## config.mk

```make
export PLATFORM = sky130hd
export DESIGN_NAME = sequential_list_engine
export DESIGN_NICKNAME = d
export VERILOG_FILES = /design/src/sv/sle_pkg.sv /design/src/sv/sle_ram.sv /design/src/sv/sle_ctrl.sv /design/src/sv/sequential_list_engine.sv
export SDC_FILE = /design/constraint.sdc
export NUM_CORES = 2
export LEC_CHECK = 0
export ABC_CLOCK_PERIOD_IN_PS = 6400
export BUFFER_PORTS_ARGS = -buffer_cell sky130_fd_sc_hd__buf_4
export CAP_MARGIN = 20
export CORE_UTILIZATION = 50
export DETAILED_ROUTE_END_ITERATION = 10
export PLACE_DENSITY = 0.68
export SYNTH_ARGS = -nofsm -noshare
export SYNTH_HDL_FRONTEND = slang
export SYNTH_SLANG_ARGS = --single-unit
```

## constraint.sdc

```tcl
create_clock -name clock -period 6.4 [get_ports clock]
set_input_delay 1.92 -clock clock [delete_from_list [all_inputs] [get_ports clock]]
set_output_delay 1.92 -clock clock [all_outputs]
set_load 0.03 [all_outputs]
```

## src/sv/sle_pkg.sv

```systemverilog
// Shared types and constants for the sequential list engine.
`default_nettype none
package sle_pkg;
   localparam int unsigned Depth = 32;
   localparam int unsigned AddrW = $clog2(Depth);
   localparam int unsigned CntW = 6;
   localparam int unsigned DataW = 32;

   localparam logic [2:0] ACT_INSERT = 3'd0;
   localparam logic [2:0] ACT_DELETE = 3'd1;
   localparam logic [2:0] ACT_DELMIN = 3'd2;
   localparam logic [2:0] ACT_REVERSE = 3'd3;
   localparam logic [2:0] ACT_RANGE = 3'd4;
   localparam logic [2:0] ACT_SORTUP = 3'd5;
   localparam logic [2:0] ACT_SORTDN = 3'd6;
   localparam logic [2:0] ACT_READ = 3'd7;

   localparam logic [2:0] ST_OK = 3'd0;
   localparam logic [2:0] ST_BADPOS = 3'd1;
   localparam logic [2:0] ST_FULL = 3'd2;
   localparam logic [2:0] ST_EMPTY = 3'd3;
   localparam logic [2:0] ST_RANGE = 3'd4;

   typedef struct packed {
      logic             we;
      logic [AddrW-1:0] waddr;
      logic [DataW-1:0] wdata;
      logic [AddrW-1:0] raddr;
   } mem_ctl_type;
endpackage
`default_nettype wire

```

## src/sv/sle_ram.sv

```systemverilog
// Generic single-port-write, single-read RAM with registered read data.
`default_nettype none
module sle_ram #(
   parameter int unsigned Width = 32,
   parameter int unsigned Depth = 32
) (
   input  wire logic                     clock,
   input  wire logic                     we,
   input  wire logic [$clog2(Depth)-1:0] waddr,
   input  wire logic [Width-1:0]         wdata,
   input  wire logic [$clog2(Depth)-1:0] raddr,
   output logic      [Width-1:0]         rdata
);
   logic [Width-1:0] mem [Depth];

   always_ff @(posedge clock) begin
      if (we) mem[waddr] <= wdata;
      rdata <= mem[raddr];
   end
endmodule
`default_nettype wire

```

## src/sv/sle_ctrl.sv

```systemverilog
// Command sequencer: walks the element memory with at most one read and one write per cycle.
`default_nettype none
module sle_ctrl (
   input  wire logic                        clock,
   input  wire logic                        reset,
   input  wire logic                        req_valid,
   output logic                             req_stall,
   input  wire logic [2:0]                  req_action,
   input  wire logic [5:0]                  req_position,
   input  wire logic signed [31:0]          req_value,
   input  wire logic signed [31:0]          req_limit_high,
   output logic                             rsp_valid,
   input  wire logic                        rsp_stall,
   output logic [2:0]                       rsp_status,
   output logic signed [31:0]               rsp_element,
   output logic [5:0]                       rsp_count,
   output sle_pkg::mem_ctl_type             mem_ctl,
   input  wire logic [sle_pkg::DataW-1:0]   mem_rdata
);
   import sle_pkg::*;

   // state codes
   localparam logic [3:0] S_IDLE = 4'd0;
   localparam logic [3:0] S_INS = 4'd1;   // shift tail up, high to low
   localparam logic [3:0] S_DEL = 4'd2;   // shift tail down
   localparam logic [3:0] S_MIN = 4'd3;   // scan for minimum
   localparam logic [3:0] S_MINF = 4'd4;  // move last into min slot
   localparam logic [3:0] S_REVA = 4'd5;  // reverse: read low
   localparam logic [3:0] S_REVB = 4'd6;  // reverse: latch low, read high
   localparam logic [3:0] S_REVC = 4'd7;  // reverse: write low with high data
   localparam logic [3:0] S_RNG = 4'd8;   // compact range
   localparam logic [3:0] S_SRTA = 4'd9;  // sort: read i
   localparam logic [3:0] S_SRTB = 4'd10; // sort: read j, compare
   localparam logic [3:0] S_SRTC = 4'd11; // sort: write i at row end; reverse: write high
   localparam logic [3:0] S_RD = 4'd12;   // read: wait data
   localparam logic [3:0] S_DONE = 4'd13;

   logic [3:0]       state_ff, state_in;
   logic [CntW-1:0]  cnt_ff, cnt_in;
   logic [2:0]       act_ff, act_in;
   logic [CntW-1:0]  ia_ff, ia_in, ib_ff, ib_in, ic_ff, ic_in;
   logic [DataW-1:0] val_ff, val_in, hi_ff, hi_in, hold_ff, hold_in;
   logic             rd_ok_ff, rd_ok_in;
   logic             ov_ff, ov_in;
   logic [2:0]       st_ff, st_in;
   logic [DataW-1:0] el_ff, el_in;
   logic [CntW-1:0]  oc_ff, oc_in;
   logic [CntW-1:0]  pos_m1;
   logic [CntW:0]    last_w;

   assign pos_m1 = req_position - CntW'(1);
   assign last_w = {1'b0, cnt_ff} - 7'd1;
   assign req_stall = (state_ff != S_IDLE) || ov_ff;
   assign rsp_valid = ov_ff;
   assign rsp_status = st_ff;
   assign rsp_element = el_ff;
   assign rsp_count = oc_ff;

   // next-state and memory control
   always_comb begin
      logic [DataW-1:0] x;
      x = mem_rdata;
      state_in = state_ff; cnt_in = cnt_ff; act_in = act_ff;
      ia_in = ia_ff; ib_in = ib_ff; ic_in = ic_ff;
      val_in = val_ff; hi_in = hi_ff; hold_in = hold_ff; rd_ok_in = 1'b0;
      ov_in = ov_ff && rsp_stall;
      st_in = st_ff; el_in = el_ff; oc_in = oc_ff;
      mem_ctl = '0;
      unique case (state_ff)
         S_IDLE: begin
            if (req_valid && !ov_ff) begin
               act_in = req_action; val_in = req_value; hi_in = req_limit_high;
               st_in = ST_OK; el_in = '0;
               state_in = S_DONE;
               unique case (req_action)
                  ACT_INSERT: begin
                     if (req_position == '0 || req_position > cnt_ff + CntW'(1))
                        st_in = ST_BADPOS;
                     else if (cnt_ff >= CntW'(Depth)) st_in = ST_FULL;
                     else begin
                        // ia = dest index, walking down to pos-1
                        ia_in = cnt_ff; ib_in = pos_m1;
                        mem_ctl.raddr = AddrW'(cnt_ff - CntW'(1));
                        rd_ok_in = 1'b1;
                        state_in = S_INS;
                     end
                  end
                  ACT_DELETE, ACT_READ: begin
                     if (req_position == '0 || req_position > cnt_ff) st_in = ST_BADPOS;
                     else begin
                        mem_ctl.raddr = AddrW'(pos_m1);
                        ia_in = pos_m1; rd_ok_in = 1'b1;
                        state_in = (req_action == ACT_READ) ? S_RD : S_DEL;
                     end
                  end
                  ACT_DELMIN: begin
                     if (cnt_ff == '0) st_in = ST_EMPTY;
                     else begin
                        mem_ctl.raddr = '0; ia_in = '0; ib_in = '0; rd_ok_in = 1'b0;
                        state_in = S_MIN;
                     end
                  end
                  ACT_RANGE: begin
                     if (cnt_ff == '0) st_in = ST_EMPTY;
                     else if ($signed(req_value) >= $signed(req_limit_high)) st_in = ST_RANGE;
                     else begin
                        mem_ctl.raddr = '0; ia_in = '0; ib_in = '0;
                        state_in = S_RNG;
                     end
                  end
                  ACT_REVERSE: begin
                     if (cnt_ff >= CntW'(2)) begin
                        ia_in = '0; ib_in = CntW'(last_w); state_in = S_REVA;
                     end
                  end
                  default: begin // sorts
                     if (cnt_ff >= CntW'(2)) begin
                        ia_in = '0; state_in = S_SRTA;
                     end
                  end
               endcase
            end
         end
         S_INS: begin
            // rdata = elem[ia-1]; write to ia
            if (ia_ff == ib_ff) begin
               mem_ctl.we = 1'b1; mem_ctl.waddr = AddrW'(ia_ff); mem_ctl.wdata = val_ff;
               cnt_in = cnt_ff + CntW'(1); state_in = S_DONE;
            end else begin
               mem_ctl.we = 1'b1; mem_ctl.waddr = AddrW'(ia_ff); mem_ctl.wdata = x;
               ia_in = ia_ff - CntW'(1);
               mem_ctl.raddr = AddrW'(ia_ff - CntW'(2));
            end
         end
         S_DEL: begin
            // first cycle: rdata is removed element; later: elem[ia+1]
            if (rd_ok_ff) el_in = x;
            else begin
               mem_ctl.we = 1'b1; mem_ctl.waddr = AddrW'(ia_ff); mem_ctl.wdata = x;
               ia_in = ia_ff + CntW'(1);
            end
            if (CntW'(ia_ff + CntW'(1)) >= cnt_ff && !rd_ok_ff) begin
               cnt_in = cnt_ff - CntW'(1); state_in = S_DONE;
            end else if (rd_ok_ff && ia_ff + CntW'(1) >= cnt_ff) begin
               cnt_in = cnt_ff - CntW'(1); state_in = S_DONE;
            end else begin
               mem_ctl.raddr = AddrW'(rd_ok_ff ? ia_ff + CntW'(1) : ia_ff + CntW'(2));
            end
         end
         S_MIN: begin
            // ib = index whose data arrives now, ia = min index, hold = min
            if (ib_ff == '0 || $signed(x) < $signed(hold_ff)) begin
               hold_in = x; ia_in = ib_ff;
            end
            if (ib_ff + CntW'(1) >= cnt_ff) begin
               mem_ctl.raddr = AddrW'(last_w); state_in = S_MINF;
            end else begin
               ib_in = ib_ff + CntW'(1); mem_ctl.raddr = AddrW'(ib_ff + CntW'(1));
            end
         end
         S_MINF: begin
            el_in = hold_ff;
            mem_ctl.we = 1'b1; mem_ctl.waddr = AddrW'(ia_ff); mem_ctl.wdata = x;
            cnt_in = cnt_ff - CntW'(1); state_in = S_DONE;
         end
         S_REVA: begin
            mem_ctl.raddr = AddrW'(ia_ff); state_in = S_REVB;
         end
         S_REVB: begin
            hold_in = x; mem_ctl.raddr = AddrW'(ib_ff); state_in = S_REVC;
         end
         S_REVC: begin
            // write low with high data now, high with held low next
            mem_ctl.we = 1'b1; mem_ctl.waddr = AddrW'(ia_ff); mem_ctl.wdata = x;
            hi_in = hold_ff; state_in = S_SRTC; ic_in = '1;
         end
         S_RNG: begin
            // ib = read index of arriving data, ia = write index
            if ($signed(x) <= $signed(val_ff) || $signed(x) >= $signed(hi_ff)) begin
               mem_ctl.we = 1'b1; mem_ctl.waddr = AddrW'(ia_ff); mem_ctl.wdata = x;
               ia_in = ia_ff + CntW'(1);
            end
            if (ib_ff + CntW'(1) >= cnt_ff) begin
               cnt_in = ia_in; state_in = S_DONE;
            end else begin
               ib_in = ib_ff + CntW'(1); mem_ctl.raddr = AddrW'(ib_ff + CntW'(1));
            end
         end
         S_SRTA: begin
            mem_ctl.raddr = AddrW'(ia_ff); ib_in = ia_ff + CntW'(1);
            state_in = S_SRTB; rd_ok_in = 1'b1;
         end
         S_SRTB: begin
            // first cycle latches elem[i]; then compare with arriving elem[j]
            if (rd_ok_ff) begin
               hold_in = x; mem_ctl.raddr = AddrW'(ib_ff);
            end else begin
               if ($signed(hold_ff) > $signed(x)) begin
                  // elem[j] <= hold, hold <= x for slot i
                  mem_ctl.we = 1'b1; mem_ctl.waddr = AddrW'(ib_ff); mem_ctl.wdata = hold_ff;
                  hold_in = x;
               end
               if (ib_ff + CntW'(1) >= cnt_ff) begin
                  hi_in = hold_in; ic_in = '0; state_in = S_SRTC;
               end else begin
                  ib_in = ib_ff + CntW'(1); mem_ctl.raddr = AddrW'(ib_ff + CntW'(1));
               end
            end
         end
         S_SRTC: begin
            // write back held value; shared by sort row end and reverse
            if (ic_ff == '1) begin
               mem_ctl.we = 1'b1; mem_ctl.waddr = AddrW'(ib_ff); mem_ctl.wdata = hi_ff;
               ia_in = ia_ff + CntW'(1); ib_in = ib_ff - CntW'(1);
               state_in = (ia_ff + CntW'(1) < ib_ff - CntW'(1)) ? S_REVA : S_DONE;
            end else begin
               mem_ctl.we = 1'b1; mem_ctl.waddr = AddrW'(ia_ff); mem_ctl.wdata = hi_ff;
               ia_in = ia_ff + CntW'(1);
               if (ia_ff + CntW'(2) < cnt_ff) state_in = S_SRTA;
               else if (act_ff == ACT_SORTDN) begin
                  ia_in = '0; ib_in = CntW'(last_w); state_in = S_REVA;
               end else state_in = S_DONE;
            end
         end
         S_RD: begin
            el_in = x; state_in = S_DONE;
         end
         S_DONE: begin
            oc_in = cnt_ff; ov_in = 1'b1; state_in = S_IDLE;
         end
         default: state_in = S_IDLE;
      endcase
   end

   // registers
   always_ff @(posedge clock) begin
      if (reset) begin
         state_ff <= S_IDLE; cnt_ff <= '0; ov_ff <= 1'b0; rd_ok_ff <= 1'b0;
      end else begin
         state_ff <= state_in; cnt_ff <= cnt_in; ov_ff <= ov_in; rd_ok_ff <= rd_ok_in;
      end
   end

   always_ff @(posedge clock) begin
      act_ff <= act_in; ia_ff <= ia_in; ib_ff <= ib_in; ic_ff <= ic_in;
      val_ff <= val_in; hi_ff <= hi_in; hold_ff <= hold_in;
      st_ff <= st_in; el_ff <= el_in; oc_ff <= oc_in;
   end

`ifndef SYNTHESIS
   a_cnt_max: assert property (@(posedge clock) disable iff (reset)
      cnt_ff <= CntW'(Depth)) else $error("count above depth");
   a_busy: assert property (@(posedge clock) disable iff (reset)
      (state_ff != S_IDLE) |-> req_stall) else $error("accepting while busy");
   a_hold: assert property (@(posedge clock) disable iff (reset)
      (rsp_valid && rsp_stall) |=> rsp_valid) else $error("result dropped");
   a_ins: assert property (@(posedge clock) disable iff (reset)
      (state_ff == S_IDLE && req_valid && !req_stall) |=> state_ff != S_IDLE)
      else $error("command lost");
`endif
endmodule
`default_nettype wire

```

## src/sv/sequential_list_engine.sv

```systemverilog
// Top level of the sequential list engine: sequencer plus element memory.
//
// Usage: commands enter on the req_ channel (valid/stall), one result per
// command leaves on the rsp_ channel with status, element and new count.
// One command is worked at a time; req_stall stays high while a command is
// in progress or a result waits. A descending sort is an ascending sort
// followed by a reverse pass. The single read and single write port of the
// element memory set the pace of each command. A result is held steady while
// rsp_stall is high; a new command is taken once it has been delivered.
// Reset (synchronous, active high) empties the list; memory contents are
// not cleared, and stale entries are never used.
`default_nettype none
module sequential_list_engine (
   input  wire logic               clock,
   input  wire logic               reset,
   input  wire logic               req_valid,
   output logic                    req_stall,
   input  wire logic [2:0]         req_action,
   input  wire logic [5:0]         req_position,
   input  wire logic signed [31:0] req_value,
   input  wire logic signed [31:0] req_limit_high,
   output logic                    rsp_valid,
   input  wire logic               rsp_stall,
   output logic [2:0]              rsp_status,
   output logic signed [31:0]      rsp_element,
   output logic [5:0]              rsp_count
);
   import sle_pkg::*;

   mem_ctl_type      mem_ctl;
   logic [DataW-1:0] mem_rdata;

   sle_ctrl u_ctrl (
      .clock, .reset, .req_valid, .req_stall, .req_action, .req_position,
      .req_value, .req_limit_high, .rsp_valid, .rsp_stall, .rsp_status,
      .rsp_element, .rsp_count, .mem_ctl, .mem_rdata
   );

   sle_ram #(.Width(DataW), .Depth(Depth)) u_ram (
      .clock, .we(mem_ctl.we), .waddr(mem_ctl.waddr), .wdata(mem_ctl.wdata),
      .raddr(mem_ctl.raddr), .rdata(mem_rdata)
   );
endmodule
`default_nettype wire
```

==> results.json <==
{
  "grt_max_degree": 127,
  "netlist_top_cells_area": "edfxtp_1 (66%), nand2_1 (7.1%), ha_1 (4.1%), nand3_1 (3.1%), nand4_1 (2.2%)",
  "clk_latency_ns": 0.74,
  "yosys.area_share.simple_pct": 14.52,
  "synth_top_family_by_area": "simple AND/OR/NAND/NOR gates",
  "peakVddDrop_mv": 0.4623,
  "grt_use_met3_pct": 4.456,
  "setup_viol": 0,
  "p_per_area_nw_per_um2": 550.1,
  "p_int_mw": 19.72,
  "comb_power_share_pct": 43.8,
  "maxCapViolCount": 0,
  "grt_usage_pct": 28.17,
  "grt_pass1_wl_microns": 228700,
  "die-width_microns": 330.3,
  "path_cells": "ha_1 -> and4_1 -> nand4_1 -> o31ai_1 -> xor2_1 -> nand3_1 -> o21ai_1 -> a22oi_1 -> buf_4 -> nand3b_1 -> nor2_4 -> buf_4",
  "use_met2_pct": 45.45,
  "crit_arrival_ns": 6.33,
  "synth_area_leader_cell": "edfxtp_1",
  "gp_congestion": 0.9573,
  "cts_buffers": 118,
  "ctsHoldBuffers": 0,
  "sequentialPowerShare_pct": 36.2,
  "slew_violations": 0,
  "crit_family": "simple AND/OR/NAND/NOR gates",
  "p_sw_mw": 14.09,
  "die_area_sq_um": 109100,
  "cpMostUsedCell": "buf_4",
  "ys_seq_elements": 1221,
  "core_area_sq_um": 106900,
  "netlist_area_sq_um": 53900,
  "vias": 37600,
  "timing.rr.end": "u_ram.mem[7][2]",
  "post-synth-top-count-cell": "edfxtp_1",
  "r2r_start": "u_ram.rdata[31]",
  "syn_area_per_cell_sq_um": 12.34,
  "r2r_cells": 12,
  "rsz0062_at_grt": "false",
  "crit_path_max_fanout": 18,
  "tightest_slew_ns": 1.103,
  "synthMuxAreaShare_pct": 1.996,
  "crit_cells": 12,
  "synth_fa_ha_area_share_pct": 4.151,
  "clock-sinks": 1221,
  "slowest_delay_ns": 0.77,
  "period_needed_ns": 5.959,
  "yosys.area.top_type_share_pct": 65.57,
  "synth-edff-count": 1177,
  "cp-start-kind": "flop",
  "worstSetupPathType": "flop to flop",
  "ys_warn_count": 0,
  "pin_count": 120,
  "synth-compound-area-share_pct": 8.076,
  "clk_pin_slew_ns": 0.06,
  "layout.nets": 4768,
  "place.port_buffers": 119,
  "antenna_cells": 0,
  "htree_levels": 3,
  "syn_inst": 4368,
  "dr.pass1.iters": 9,
  "worst_path_max_delay_cell": "nor2_4",
  "synth_xor_area_share_pct": 0.7800,
  "syn_to_final_growth_pct": 14.05,
  "status": "complete, no violations",
  "endpoint_kind": "flop",
  "ys.flop_type": "edfxtp_1",
  "synth_fp_nets": 4623,
  "rrSetupSlack_ns": 0.44,
  "layout.cells.non_filler": 6016,
  "clockBufferDepth": 3,
  "wl_microns": 155700,
  "dr.first_iter.drc_count": 5052,
  "p_leak_nw": 22.50,
  "crit_path_start": "u_ram.rdata[31]",
  "async_flop_share_pct": 0,
  "yosysSeqAreaShare_pct": 67.21,
  "vias_per_cell": 6.249,
  "crit_end": "u_ram.mem[7][2]",
  "pwr-share-clk_pct": 19.9,
  "fin_setup_tns_ns": 0,
  "use_met1_pct": 39.29,
  "fp-row-count": 120,
  "cts_setup_buffers": 0,
  "dp_hpwl_microns": 94070,
  "drive_gt1_share_pct": 10.88,
  "start_util_pct": 50.42,
  "p_total_mw": 33.81,
  "wl_per_cell_microns": 25.87,
  "dp_cells": 5780,
  "tritoncts": "done",
  "antenna_found_initial": 1,
  "worst_hold_path_type": "flop to flop",
  "timing.final.crit_share_pct": 93.11,
  "cp_num_buf_inv": 2,
  "cts.repair.resized": 0,
  "first_global_vias": 35570,
  "p_sw_share_pct": 41.67,
  "cts_root_buf": "clkbuf_16",
  "relSlewSlack_pct": 26.30,
  "max_freq_ghz": 0.1678,
  "ys_top_cells_by_count": "edfxtp_1 (1177), nand2_1 (1023), nand3_1 (329), inv_1 (194), nand4_1 (191)",
  "synth_cell_types": 77,
  "finClkSkew_ns": 0.05942,
  "dieHeight_microns": 330.3,
  "hold_viol": 0,
  "grt_remaining_overflow": 0,
  "grt-busiest-layer": "met2",
  "drc": 0,
  "cp.required_ns": 6.77,
  "antenna_left": 0
}
## worst register-to-register path, stage by stage, from the launching register on
cell and delay (ns):
dfxtp_1 0.69, ha_1 0.40, and4_1 0.31, nand4_1 0.21, o31ai_1 0.60, xor2_1 0.47, nand3_1 0.24, o21ai_1 0.52
a22oi_1 0.18, buf_4 0.24, nand3b_1 0.44, nor2_4 0.77, buf_4 0.52
## cells in the final DEF, fill, tap and decap left out, drive strengths merged, types with 12 or more instances in the layout
cell | netlist | final
edfxtp | 1177 | 1177
nand2 | 1023 | 1023
nand3 | 329 | 329
buf | 78 | 276
inv | 194 | 196
nand4 | 191 | 191
ha | 178 | 178
clkbuf | 173 | 175
nor2 | 113 | 113
o21ai | 107 | 107
mux2i | 103 | 103
a32oi | 100 | 100
a21oi | 92 | 92
a222oi | 67 | 67
a31oi | 48 | 48
dfxtp | 44 | 44
clkinv | 1 | 38
xnor2 | 36 | 36
a22o | 34 | 34
nor3 | 34 | 34
a21o | 23 | 23
nand2b | 21 | 21
nor2b | 18 | 18
o21a | 16 | 16
a211oi | 14 | 14
o22ai | 14 | 14
xor2 | 12 | 12
## flip-flops by register name (all words and copies together), names as in the netlist
signal / cells
u_ctrl.act_ff: 3
u_ctrl.cnt_ff: 6
u_ctrl.hi_ff: 32
u_ctrl.hold_ff: 32
u_ctrl.ia_ff: 6
u_ctrl.ib_ff: 6
u_ctrl.ic_ff: 1
u_ctrl.rd_ok_ff: 1
u_ctrl.rsp_count: 6
u_ctrl.rsp_element: 32
u_ctrl.rsp_status: 3
u_ctrl.rsp_valid: 1
u_ctrl.state_ff: 4
u_ctrl.val_ff: 32
u_ram.mem: 1024
u_ram.rdata: 32
## power by group through the flow
stage	clock network (mW)	logic (mW)	registers, mW
floorplan	0	8.62	12.2
global placement	0	14.0	12.4
detailed placement	0	14.2	12.4
CTS	6.81	14.3	12.3
global route	7.10	16.0	12.3
finish	6.74	14.8	12.3
## metrics by stage
stage / utilization, % / setup slack (ns) / cell area, sq um / hold WS (ns)
finish: 57.50 / 0.4413 / 61470 / 0.5314
global route: 57.50 / 0.2856 / 61470 / 0.5870
CTS: 57.17 / 0.5277 / 61110 / 0.5367
detailed placement: 53.66 / 0.6220 / 57370 / 0.5238
global placement: 53.62 / 0.5796 / 57320 / 0.5126
floorplan: - / 0.2906 / 53900 / 0.4064
## routing by layer
layer / share of wire [%] / wire (microns)
met2: 47 / 72990
met1: 40 / 62780
met4: 2.8 / 4432
met3: 9.9 / 15470
met5: 0 / 0
## worst min-delay path by stage
stage | from | end | slack (ns) | cells after the start
after CTS | u_ctrl.rsp_valid | u_ctrl.rsp_valid | 0.54 | 2
after floorplan | u_ctrl.cnt_ff[2] | u_ctrl.rsp_count[2] | 0.41 | 0
after global routing | u_ctrl.rsp_valid | u_ctrl.rsp_valid | 0.59 | 2
final | u_ctrl.rsp_valid | u_ctrl.rsp_valid | 0.53 | 2
after global placement | u_ctrl.rsp_valid | u_ctrl.rsp_valid | 0.51 | 2
after detailed placement | u_ctrl.rsp_valid | u_ctrl.rsp_valid | 0.52 | 2
## logic make-up (layout without fill, tap and decap cells)
group,after synthesis,in the layout
and+or+nand+nor,1771,1771
muxes,107,107
DFF,1221,1221
xor gates and xnor gates,48,48
adders and majority gates,179,179
buffers and inverters,446,691
AOI/OAI and AO/OA,596,596
## layout make-up
class / instances / area, sq um
tap: 1403 / 1755
clock buffer: 175 / 3298
clock inverter: 45 / 447.9
sequential: 1221 / 36220
fill: 8521 / 45430
timing repair buffer: 276 / 2770
multi-input combinational: 2701 / 16240
inverter: 195 / 732.0
Power figures use the tool's default switching activity.
